[config.mk]
export PLATFORM = sky130hd
export DESIGN_NAME = palindromic_prime_test_core
export DESIGN_NICKNAME = d
export VERILOG_FILES = /design/src/rtl/ppt_pkg.sv /design/src/rtl/ppt_div.sv /design/src/rtl/ppt_dp.sv /design/src/rtl/ppt_ctrl.sv /design/src/rtl/palindromic_prime_test_core.sv
export VERILOG_INCLUDE_DIRS = /design/src /design/src/rtl
export SDC_FILE = /design/constraint.sdc
export NUM_CORES = 1
export LEC_CHECK = 0
export BUFFER_PORTS_ARGS = -buffer_cell sky130_fd_sc_hd__buf_4
export CAP_MARGIN = 20
export CELL_PAD_IN_SITES_DETAIL_PLACEMENT = 0
export CELL_PAD_IN_SITES_GLOBAL_PLACEMENT = 1
export CORE_AREA = 5 5 231 233
export CTS_BUF_LIST = sky130_fd_sc_hd__clkbuf_2 sky130_fd_sc_hd__clkbuf_4 sky130_fd_sc_hd__clkbuf_8
export DETAILED_ROUTE_END_ITERATION = 8
export DIE_AREA = 0 0 236 238
export PLACE_DENSITY = 0.76
export SLEW_MARGIN = 20
export SYNTH_ARGS = -nofsm -noshare
export SYNTH_HDL_FRONTEND = slang
export SYNTH_SLANG_ARGS = --single-unit
[constraint.sdc]
create_clock -name clk -period 14.8 [get_ports clk]
set_input_delay 2.22 -clock clk [delete_from_list [all_inputs] [get_ports clk]]
set_output_delay 2.22 -clock clk [all_outputs]
set_load 0.02 [all_outputs]
[src/rtl/palindromic_prime_test_core_defines.svh]
// assertion macros for the rtl
`ifndef PALINDROMIC_PRIME_TEST_CORE_DEFINES_SVH
`define PALINDROMIC_PRIME_TEST_CORE_DEFINES_SVH

// same-cycle implication, inactive during reset
`define PPT_ASSERT_NOW(label, clk, rst_n, ante, cons, msg) \
    label: assert property (@(posedge clk) disable iff (!rst_n) (ante) |-> (cons)) \
        else $error(msg);

// next-cycle implication, inactive during reset
`define PPT_ASSERT_NEXT(label, clk, rst_n, ante, cons, msg) \
    label: assert property (@(posedge clk) disable iff (!rst_n) (ante) |=> (cons)) \
        else $error(msg);

`endif

[src/rtl/ppt_pkg.sv]
package ppt_pkg;

    // number base of the digit reversal
    localparam int unsigned DIGIT_BASE        = 10;
    // the one even prime
    localparam int unsigned SMALLEST_PRIME    = 2;
    // first odd trial divisor and the stride between divisors
    localparam int unsigned FIRST_ODD_DIVISOR = 3;
    localparam int unsigned DIV_STEP          = 2;

    typedef enum logic [2:0] {
        S_IDLE,
        S_PAL_TEST,
        S_PAL_WAIT,
        S_PRIME_TEST,
        S_PRIME_LOOP,
        S_PRIME_WAIT,
        S_FINISH
    } ppt_state_t;

    // controller to datapath
    typedef struct packed {
        logic load;
        logic div_start;
        logic digit_start;
        logic pal_step;
        logic pal_latch;
        logic prime_init;
        logic prime_step;
        logic prime_write;
        logic prime_val;
        logic out_load;
    } ppt_cmd_t;

    // datapath to controller
    typedef struct packed {
        logic div_done;
        logic digit_done;
        logic rest_zero;
        logic value_lt2;
        logic value_eq2;
        logic value_even;
        logic sq_gt;
        logic rem_zero;
    } ppt_status_t;

endpackage

[src/rtl/ppt_div.sv]
module ppt_div #(
    parameter int VALUE_BITS = 31
) (
    input  logic                  clk,
    input  logic                  rst_n,
    input  logic                  start,
    input  logic [VALUE_BITS-1:0] dividend,
    input  logic [VALUE_BITS-1:0] divisor,
    output logic                  done,
    output logic [VALUE_BITS-1:0] remainder
);

    localparam int CW = $clog2(VALUE_BITS);

    logic                  busy_reg, busy_next;
    logic                  done_reg, done_next;
    logic [CW-1:0]         cnt_reg, cnt_next;
    logic [VALUE_BITS-1:0] rem_reg, rem_next;
    logic [VALUE_BITS-1:0] quo_reg, quo_next;
    logic [VALUE_BITS-1:0] dvs_reg, dvs_next;
    logic [VALUE_BITS:0]   shifted;
    logic [VALUE_BITS:0]   trial;

    // restoring division, one quotient bit a cycle
    assign shifted = {rem_reg, quo_reg[VALUE_BITS-1]};
    assign trial   = shifted - {1'b0, dvs_reg};

    always_comb
    begin
        busy_next = busy_reg;
        done_next = 1'b0;
        cnt_next  = cnt_reg;
        rem_next  = rem_reg;
        quo_next  = quo_reg;
        dvs_next  = dvs_reg;
        if (start)
        begin
            busy_next = 1'b1;
            cnt_next  = '0;
            rem_next  = '0;
            quo_next  = dividend;
            dvs_next  = divisor;
        end
        else if (busy_reg)
        begin
            rem_next = trial[VALUE_BITS] ? shifted[VALUE_BITS-1:0] : trial[VALUE_BITS-1:0];
            quo_next = {quo_reg[VALUE_BITS-2:0], ~trial[VALUE_BITS]};
            cnt_next = cnt_reg + 1'b1;
            if (cnt_reg == CW'(VALUE_BITS - 1))
            begin
                busy_next = 1'b0;
                done_next = 1'b1;
            end
        end
    end

    always_ff @(posedge clk or negedge rst_n)
    begin
        if (!rst_n)
        begin
            busy_reg <= 1'b0;
            done_reg <= 1'b0;
            cnt_reg  <= '0;
        end
        else
        begin
            busy_reg <= busy_next;
            done_reg <= done_next;
            cnt_reg  <= cnt_next;
        end
    end

    always_ff @(posedge clk)
    begin
        rem_reg <= rem_next;
        quo_reg <= quo_next;
        dvs_reg <= dvs_next;
    end

    assign done      = done_reg;
    assign remainder = rem_reg;

endmodule

[src/rtl/ppt_dp.sv]
module ppt_dp #(
    parameter int VALUE_BITS = 31
) (
    input  logic                  clk,
    input  logic                  rst_n,
    input  ppt_pkg::ppt_cmd_t     cmd,
    output ppt_pkg::ppt_status_t  status,
    input  logic [VALUE_BITS-1:0] value,
    output logic                  is_prime,
    output logic                  is_palindrome,
    output logic                  is_palindromic_prime
);

    import ppt_pkg::*;

    // divisor, its square and the reversed number
    localparam int DW = (VALUE_BITS + 1) / 2 + 1;
    localparam int SW = VALUE_BITS + 2;
    localparam int RW = VALUE_BITS + 4;
    // one token bit per step of the divide-by-ten sequence
    localparam int DIG_STAGES = 6;

    logic [VALUE_BITS-1:0] value_reg;
    logic [VALUE_BITS-1:0] rest_reg;
    logic [RW-1:0]         rev_reg;
    logic [DW-1:0]         d_reg;
    logic [SW-1:0]         sq_reg;
    logic                  pal_reg;
    logic                  prime_reg;
    logic                  out_prime_reg;
    logic                  out_pal_reg;
    logic                  out_both_reg;
    logic [VALUE_BITS-1:0] dig_est_reg;
    logic [VALUE_BITS-1:0] dig_quo_reg;
    logic [VALUE_BITS-1:0] dig_rem_reg;
    logic [DIG_STAGES-1:0] dig_stage_reg;
    logic                  dig_done_reg;

    logic [VALUE_BITS-1:0] div_divisor;
    logic                  div_done;
    logic [VALUE_BITS-1:0] div_rem;
    logic [VALUE_BITS-1:0] dig_quo_est;
    logic [VALUE_BITS-1:0] dig_rem_est;
    logic                  dig_fix;
    logic [RW-1:0]         rev_times_ten;

    // trial divisor for the divider
    assign div_divisor = VALUE_BITS'(d_reg);

    ppt_div #(
        .VALUE_BITS (VALUE_BITS)
    ) u_div (
        .clk       (clk),
        .rst_n     (rst_n),
        .start     (cmd.div_start),
        .dividend  (value_reg),
        .divisor   (div_divisor),
        .done      (div_done),
        .remainder (div_rem)
    );

    // divide by ten: estimate 0.8 of the number by shifts and adds, one add a cycle,
    // then divide by eight; the estimate is exact or one short, the remainder repairs it
    assign dig_quo_est = dig_est_reg >> 3;
    assign dig_rem_est = rest_reg - ((dig_quo_est << 3) + (dig_quo_est << 1));
    assign dig_fix     = (dig_rem_reg >= VALUE_BITS'(DIGIT_BASE));

    always_ff @(posedge clk or negedge rst_n)
    begin
        if (!rst_n)
        begin
            dig_stage_reg <= '0;
            dig_done_reg  <= 1'b0;
        end
        else
        begin
            dig_stage_reg <= cmd.digit_start ? DIG_STAGES'(1) : (dig_stage_reg << 1);
            dig_done_reg  <= dig_stage_reg[DIG_STAGES-1];
        end
    end

    // times ten as shift and add
    assign rev_times_ten = {rev_reg[RW-4:0], 3'b000} + {rev_reg[RW-2:0], 1'b0};

    always_ff @(posedge clk)
    begin
        if (cmd.load)
        begin
            value_reg <= value;
            rest_reg  <= value;
            rev_reg   <= '0;
        end
        if (cmd.digit_start)
            dig_est_reg <= (rest_reg >> 1) + (rest_reg >> 2);
        else if (dig_stage_reg[0])
            dig_est_reg <= dig_est_reg + (dig_est_reg >> 4);
        else if (dig_stage_reg[1])
            dig_est_reg <= dig_est_reg + (dig_est_reg >> 8);
        else if (dig_stage_reg[2])
            dig_est_reg <= dig_est_reg + (dig_est_reg >> 16);
        else if (dig_stage_reg[3])
            dig_est_reg <= dig_est_reg + (dig_est_reg >> 32);
        if (dig_stage_reg[4])
        begin
            dig_quo_reg <= dig_quo_est;
            dig_rem_reg <= dig_rem_est;
        end
        else if (dig_stage_reg[5] && dig_fix)
        begin
            dig_quo_reg <= dig_quo_reg + 1'b1;
            dig_rem_reg <= dig_rem_reg - VALUE_BITS'(DIGIT_BASE);
        end
        if (cmd.pal_step)
        begin
            rest_reg <= dig_quo_reg;
            rev_reg  <= rev_times_ten + RW'(dig_rem_reg);
        end
        if (cmd.pal_latch)
            pal_reg <= (rev_reg == RW'(value_reg));
        if (cmd.prime_init)
        begin
            d_reg  <= DW'(FIRST_ODD_DIVISOR);
            sq_reg <= SW'(FIRST_ODD_DIVISOR * FIRST_ODD_DIVISOR);
        end
        if (cmd.prime_step)
        begin
            // (d + 2)^2 = d^2 + 4d + 4
            d_reg  <= d_reg + DW'(DIV_STEP);
            sq_reg <= sq_reg + (SW'(d_reg) << 2) + SW'(DIV_STEP * DIV_STEP);
        end
        if (cmd.prime_write)
            prime_reg <= cmd.prime_val;
        if (cmd.out_load)
        begin
            out_prime_reg <= prime_reg;
            out_pal_reg   <= pal_reg;
            out_both_reg  <= prime_reg & pal_reg;
        end
    end

    always_comb
    begin
        status.div_done   = div_done;
        status.digit_done = dig_done_reg;
        status.rest_zero  = (rest_reg == '0);
        status.value_lt2  = (value_reg < VALUE_BITS'(SMALLEST_PRIME));
        status.value_eq2  = (value_reg == VALUE_BITS'(SMALLEST_PRIME));
        status.value_even = ~value_reg[0];
        status.sq_gt      = (sq_reg > SW'(value_reg));
        status.rem_zero   = (div_rem == '0);
    end

    assign is_prime             = out_prime_reg;
    assign is_palindrome        = out_pal_reg;
    assign is_palindromic_prime = out_both_reg;

endmodule

[src/rtl/ppt_ctrl.sv]
`include "palindromic_prime_test_core_defines.svh"

module ppt_ctrl (
    input  logic                 clk,
    input  logic                 rst_n,
    input  logic                 in_valid,
    output logic                 in_stall,
    output logic                 out_valid,
    input  logic                 out_stall,
    input  ppt_pkg::ppt_status_t status,
    output ppt_pkg::ppt_cmd_t    cmd
);

    import ppt_pkg::*;

    ppt_state_t state_reg, state_next;
    logic       out_valid_reg, out_valid_next;
    logic       out_free;

    assign out_free = ~out_valid_reg | ~out_stall;

    // next state
    always_comb
    begin
        state_next = state_reg;
        unique case (state_reg)
            S_IDLE:
                if (in_valid)
                    state_next = S_PAL_TEST;
            S_PAL_TEST:
                state_next = status.rest_zero ? S_PRIME_TEST : S_PAL_WAIT;
            S_PAL_WAIT:
                if (status.digit_done)
                    state_next = S_PAL_TEST;
            S_PRIME_TEST:
                if (status.value_lt2 || status.value_eq2 || status.value_even)
                    state_next = S_FINISH;
                else
                    state_next = S_PRIME_LOOP;
            S_PRIME_LOOP:
                state_next = status.sq_gt ? S_FINISH : S_PRIME_WAIT;
            S_PRIME_WAIT:
                if (status.div_done)
                    state_next = status.rem_zero ? S_FINISH : S_PRIME_LOOP;
            S_FINISH:
                if (out_free)
                    state_next = S_IDLE;
            default:
                state_next = S_IDLE;
        endcase
    end

    // outputs
    always_comb
    begin
        cmd = '0;
        unique case (state_reg)
            S_IDLE:
                cmd.load = in_valid;
            S_PAL_TEST:
            begin
                cmd.pal_latch   = status.rest_zero;
                cmd.digit_start = ~status.rest_zero;
            end
            S_PAL_WAIT:
                cmd.pal_step = status.digit_done;
            S_PRIME_TEST:
            begin
                cmd.prime_write = status.value_lt2 | status.value_eq2 | status.value_even;
                cmd.prime_val   = status.value_eq2;
                cmd.prime_init  = ~cmd.prime_write;
            end
            S_PRIME_LOOP:
            begin
                cmd.prime_write = status.sq_gt;
                cmd.prime_val   = 1'b1;
                cmd.div_start   = ~status.sq_gt;
            end
            S_PRIME_WAIT:
            begin
                cmd.prime_write = status.div_done & status.rem_zero;
                cmd.prime_val   = 1'b0;
                cmd.prime_step  = status.div_done & ~status.rem_zero;
            end
            S_FINISH:
                cmd.out_load = out_free;
            default:
                cmd = '0;
        endcase
    end

    always_comb
    begin
        out_valid_next = out_valid_reg;
        if (cmd.out_load)
            out_valid_next = 1'b1;
        else if (out_valid_reg && !out_stall)
            out_valid_next = 1'b0;
    end

    always_ff @(posedge clk or negedge rst_n)
    begin
        if (!rst_n)
        begin
            state_reg     <= S_IDLE;
            out_valid_reg <= 1'b0;
        end
        else
        begin
            state_reg     <= state_next;
            out_valid_reg <= out_valid_next;
        end
    end

    assign in_stall  = (state_reg != S_IDLE);
    assign out_valid = out_valid_reg;

    `PPT_ASSERT_NOW(a_load_only_when_free, clk, rst_n, cmd.out_load,
        !out_valid_reg || !out_stall, "result loaded over an untaken result")
    `PPT_ASSERT_NOW(a_div_done_expected, clk, rst_n, status.div_done,
        state_reg == S_PRIME_WAIT, "divider finished unexpectedly")
    `PPT_ASSERT_NOW(a_digit_done_expected, clk, rst_n, status.digit_done,
        state_reg == S_PAL_WAIT, "digit step finished unexpectedly")
    `PPT_ASSERT_NOW(a_single_update, clk, rst_n, 1'b1,
        $onehot0({cmd.pal_step, cmd.prime_write, cmd.prime_step, cmd.out_load}),
        "conflicting datapath updates")
    `PPT_ASSERT_NEXT(a_request_starts_walk, clk, rst_n, in_valid && !in_stall,
        state_reg == S_PAL_TEST, "accepted request did not start digit walk")

endmodule

[src/rtl/palindromic_prime_test_core.sv]
// run time from request to result grows with the number D of decimal digits of the value, plus
//   one trial division per odd divisor tried and a final check when the divisor square passes the value
// one request at a time: a new request is taken only in idle, once the last result is loaded;
//   the worst case is set by the one-bit-per-cycle trial divider
// a finished result may wait on the output while the next request is taken in
// reset: asynchronous, active low; returns to idle with no result pending
module palindromic_prime_test_core #(
    parameter int VALUE_BITS = 31
) (
    input  logic                  clk,
    input  logic                  rst_n,
    // request channel
    input  logic                  in_valid,
    output logic                  in_stall,
    input  logic [VALUE_BITS-1:0] value,
    // result channel
    output logic                  out_valid,
    input  logic                  out_stall,
    output logic                  is_prime,
    output logic                  is_palindrome,
    output logic                  is_palindromic_prime
);

    import ppt_pkg::*;

    // command and status between sequencer and datapath
    ppt_cmd_t    cmd;
    ppt_status_t status;

    // sequencer: digit walk first, then the trivial prime cases,
    // then odd divisors from three while the divisor square stays within the value
    ppt_ctrl u_ctrl (
        .clk       (clk),
        .rst_n     (rst_n),
        .in_valid  (in_valid),
        .in_stall  (in_stall),
        .out_valid (out_valid),
        .out_stall (out_stall),
        .status    (status),
        .cmd       (cmd)
    );

    // datapath: value, digit remainder, reversed number, divisor and its square,
    // the divide-by-ten unit, the trial divider and the registered result flags
    ppt_dp #(
        .VALUE_BITS (VALUE_BITS)
    ) u_dp (
        .clk                  (clk),
        .rst_n                (rst_n),
        .cmd                  (cmd),
        .status               (status),
        .value                (value),
        .is_prime             (is_prime),
        .is_palindrome        (is_palindrome),
        .is_palindromic_prime (is_palindromic_prime)
    );

endmodule

==> flow_metrics.py <==
metrics = {
    "outcome": {
        "run_status": "completed",
    },
    "setup_path": {
        "crit_path_start_kind": "flop",
        "worst-endpoint-arrival_ns": 4.88,
        "worst_setup_path_class": "reg -> reg",
        "cp-end-kind": "flop",
        "worst_path_largest_cell_delay_ns": 0.73,
        "maximum_fanout_encountered_on_the_critical_timing_path": 57,
        "crit_chain": "inv_1 -> ha_1 -> nand4_1 -> nor4_1 -> a31oi_1 -> a21oi_1 -> a21oi_1 -> nor2_4 -> buf_4 -> or2_2",
        "cp_common_cell": "sky130_fd_sc_hd__a21oi_1",
        "worst_r2r_endpoint": "u_dp.u_div.quo_reg[8]",
        "reg2reg_setup_slack_ns": 10.21,
        "crit_path_top_delay_cell": "sky130_fd_sc_hd__or2_2",
        "cp_data_required_time_ns": 15.09,
        "reg2reg_depth": 10,
        "worst_reg2reg_path_startpoint": "u_dp.value_reg[15]",
    },
    "placement": {
        "io_buffer_count": 39,
        "place.detailed.hpwl_um": 51180,
        "dpl-instance-area_um2": 26240,
        "placed_cells": 3271,
        "gp_routability_congestion": 0.8922,
    },
    "clock_network": {
        "clk_buf_depth": 3,
        "cts-buffers-inserted": 61,
        "clock_sinks": 337,
        "ctsHoldBuffers": 0,
        "ctsResizeCount": 0,
        "root_buffer": "sky130_fd_sc_hd__clkbuf_8",
        "cts_tree": "yes",
        "deepest_level_of_the_cts_h_tree": 2,
        "clk_pin_slew_ns": 0.06,
        "post_cts.repair.setup_buffers": 0,
        "clock_insertion_delay_worst_skew_ns": 0.69,
    },
    "global_routing": {
        "grt.overflow.total": 0,
        "global_route.usage.total_pct": 23.32,
        "grt_pass1_vias": 19540,
        "grt_start_max_net_pins": 79,
        "first_pass_grt_wire_length_um": 105600,
        "grt_antenna_before_repair": 0,
    },
    "detailed_routing": {
        "route.final.wire_length_um": 67030,
        "dr.first_iter.drc_count": 1184,
        "vias_per_cell": 5.717,
        "wire_per_inst_um": 19.79,
        "drt_drc_violations_left": 0,
        "count_of_nets_left_with_antenna_violations_after_detail_routing": 0,
        "number_of_iterations_in_the_first_detailed_routing_pass": 5,
        "via_count": 19360,
    },
    "sta": {
        "finalHoldViolCount": 0,
        "layout_min_cycle_time_ns": 4.589,
        "maxSlewHeadroom_pct": 31.33,
        "unrepaired_setup_endpoints_after_global_routing": "no",
        "finalMaxSlewViolations": 0,
        "setup_violations": 0,
        "finalSetupTns_ns": 0,
        "tightest_slew_ns": 1.021,
        "hold_slack_ns": 0.4513,
        "clock_skew_after_layout_ns": 0.03912,
        "clock.fmax_ghz": 0.2179,
        "final.period_utilization_pct": 31.01,
    },
    "floorplan": {
        "die_area_um2": 56170,
        "die_y_um": 238,
        "ioPinCount": 40,
        "start_util_pct": 49.48,
        "row_count": 83,
        "die_w_um": 236,
        "core_region_area_um2": 50990,
    },
    "synth": {
        "yosysWarnings": 0,
        "xor_xnor_fraction_of_synth_area_pct": 8.812,
        "synth_compound_gate_area_share_pct": 14.91,
        "synthAdderAreaFrac_pct": 15.74,
        "yosys-mux-area-fraction_pct": 2.896,
        "ys_seq_area_share_pct": 38.40,
        "ys_ff_latch": 337,
        "count_of_flip_flops_with_a_built_in_enable_after_synthesis": 285,
        "synth_simple_gate_area_share_pct": 15.89,
        "dominant_combinational_cell_family_by_area_after_synthesis": "simple AND/OR/NAND/NOR gates",
        "syn-num-nets": 2928,
        "synthFlopType": "sky130_fd_sc_hd__edfxtp_1",
        "mappedNetlistArea_um2": 25230,
        "synthesis.area_per_instance_um2": 9.663,
        "proportion_of_register_bits_with_asynchronous_set_or_reset_after_synthesis_pct": 5.341,
        "synth.lib_cells_used.distinct": 83,
        "postSynthCellCount": 2611,
    },
    "cells_and_area": {
        "layout.cell_area.non_filler_um2": 27560,
        "fin_util_pct": 54.05,
        "post_route_cells_drive_above_1_share_pct": 8.278,
        "num-nets-final": 2971,
        "syn2layout_area_growth_pct": 9.224,
        "largest_register_ffs": 35,
        "filler_cell_count": 4642,
        "final-instance-count-excl-fill": 3387,
    },
    "pwr": {
        "p_int_mw": 1.552,
        "share_of_power_burned_in_the_clock_network_pct": 47.9,
        "switching_power_uw": 441.9,
        "sequential_cell_fraction_of_total_power_pct": 51.0,
        "pwr_per_cell_area_nw_per_um2": 72.37,
        "power.ir.vdd_worst_mv": 0.07085,
        "p_sw_share_pct": 22.16,
        "cellLeakagePower_nw": 10.71,
        "combPwrFrac_pct": 1.0,
    },
    "flow_run": {
        "drv_cap": 0,
    },
    "min_path": {
        "hold_path.startpoint": "u_dp.prime_reg",
        "holdPathStages": 0,
        "hold_path_end": "u_dp.is_prime",
        "worstHoldPathType": "reg -> reg",
    },
}
==> layout make-up <==
type,instances,area (um^2),share of cell area (%)
tap,680,850.8,3.087
antenna,1,2.502,0.009081
inverter,145,544.3,1.975
multi-input combinational,2054,14740,53.48
timing repair buffer,55,412.9,1.498
sequential,337,9697,35.19
clock inverter,37,332.8,1.208
clock buffer,78,979.7,3.555
==> synth_stat cells (8+ instances only) <==
master                       n  area share (%)
sky130_fd_sc_hd__a211oi_1   51             1.5
sky130_fd_sc_hd__a21boi_0    9            0.27
sky130_fd_sc_hd__a21o_1     62             1.8
sky130_fd_sc_hd__a21oi_1   172             3.4
sky130_fd_sc_hd__a31oi_1    13            0.32
sky130_fd_sc_hd__and2_1     25            0.62
sky130_fd_sc_hd__and3_1     13            0.32
sky130_fd_sc_hd__and4_1     11            0.38
sky130_fd_sc_hd__clkbuf_1   67             1.0
sky130_fd_sc_hd__dfrtp_1    18             1.8
sky130_fd_sc_hd__dfxtp_1    34             2.7
sky130_fd_sc_hd__edfxtp_1  285              34
sky130_fd_sc_hd__fa_1       59             4.7
sky130_fd_sc_hd__ha_1      223              11
sky130_fd_sc_hd__inv_1     145             2.2
sky130_fd_sc_hd__mux2_2     32             1.4
sky130_fd_sc_hd__mux2i_1    37             1.5
sky130_fd_sc_hd__nand2_1   280             4.2
sky130_fd_sc_hd__nand2b_1   20            0.50
sky130_fd_sc_hd__nand3_1    42            0.83
sky130_fd_sc_hd__nand4_1    38            0.94
sky130_fd_sc_hd__nor2_1    249             3.7
sky130_fd_sc_hd__nor2b_1    21            0.52
sky130_fd_sc_hd__nor3_1     46            0.91
sky130_fd_sc_hd__nor3b_1     8            0.24
sky130_fd_sc_hd__nor4_1     26            0.64
sky130_fd_sc_hd__o211ai_1   15            0.45
sky130_fd_sc_hd__o21a_1     26            0.77
sky130_fd_sc_hd__o21ai_0   156             3.1
sky130_fd_sc_hd__o21bai_1   16            0.48
sky130_fd_sc_hd__o31ai_1    14            0.42
sky130_fd_sc_hd__or2_2       9            0.22
sky130_fd_sc_hd__or3_1      32            0.79
sky130_fd_sc_hd__xnor2_1   117             4.1
sky130_fd_sc_hd__xor2_1    135             4.7
==> worst max path at each step <==
| stage | from | to | slack (ns) | cells past startpoint |
|---|---|---|---|---|
| after global routing | u_dp.value_reg[28] | u_dp.u_div.quo_reg[8] | 9.83 | 11 |
| after CTS | u_dp.value_reg[14] | u_dp.u_div.quo_reg[9] | 10.24 | 10 |
| after global placement | u_dp.value_reg[14] | u_dp.u_div.quo_reg[3] | 10.30 | 10 |
| final | u_dp.value_reg[15] | u_dp.u_div.quo_reg[8] | 10.21 | 10 |
| after detailed placement | u_dp.value_reg[15] | u_dp.u_div.quo_reg[4] | 10.21 | 10 |
| after floorplan | in_valid | u_dp.rest_reg[0] | 7.31 | 2 |
==> stage by stage <==
step                setup WS [ns]  power, mW
global placement            10.30      1.058
global route                9.835      2.062
CTS                         10.24      2.019
finish                      10.21      1.994
floorplan                   7.313      1.041
detailed placement          10.21      1.058
==> cells by family after synthesis <==
logic type | Yosys count
compound gates | 601
xor+xnor | 253
fa+ha+maj | 282
buf+inv | 220
flops | 337
mux | 69
simple gates | 849
==> power groups by stage <==
stage / Combinational (mW) / Clock (mW) / Sequential [mW]
after CTS: 0.0207 / 0.980 / 1.02
after global routing: 0.0218 / 1.02 / 1.02
final: 0.0205 / 0.956 / 1.02
after detailed placement: 0.0206 / 0 / 1.04
after global placement: 0.0206 / 0 / 1.04
after floorplan: 0.00326 / 0 / 1.04
==> per-layer routing <==
metal,GRT usage [%],wire length [um]
met1,29.67,29490
met2,39.64,31710
met3,3.294,2400
met4,10.78,3432
met5,0,0
==> placed cells by master (no fill, tap or decap), types with 38 or more instances in the layout <==
cell type / Yosys / final
sky130_fd_sc_hd__a211oi_1: 51 / 51
sky130_fd_sc_hd__o21ai_0: 156 / 155
sky130_fd_sc_hd__edfxtp_1: 285 / 285
sky130_fd_sc_hd__inv_1: 145 / 145
sky130_fd_sc_hd__xnor2_1: 117 / 117
sky130_fd_sc_hd__nand4_1: 38 / 38
sky130_fd_sc_hd__ha_1: 223 / 223
sky130_fd_sc_hd__nor2_1: 249 / 247
sky130_fd_sc_hd__fa_1: 59 / 59
sky130_fd_sc_hd__a21o_1: 62 / 62
sky130_fd_sc_hd__a21oi_1: 172 / 172
sky130_fd_sc_hd__xor2_1: 135 / 135
sky130_fd_sc_hd__nor3_1: 46 / 46
sky130_fd_sc_hd__nand2_1: 280 / 280
sky130_fd_sc_hd__clkbuf_8: 0 / 63
sky130_fd_sc_hd__buf_4: 2 / 55
sky130_fd_sc_hd__nand3_1: 42 / 42
==> critical path, delay by kind of cell (launching register included) <==
family | cells | cell delay, ns
flip-flops | 1 | 0.42
AO/OA/AOI/OAI | 3 | 0.42
buffers and inverters | 2 | 0.77
AND/OR/NAND/NOR | 4 | 2.27
adder cells (fa/ha/maj) | 1 | 0.30
(Power assumes the default switching activity.)
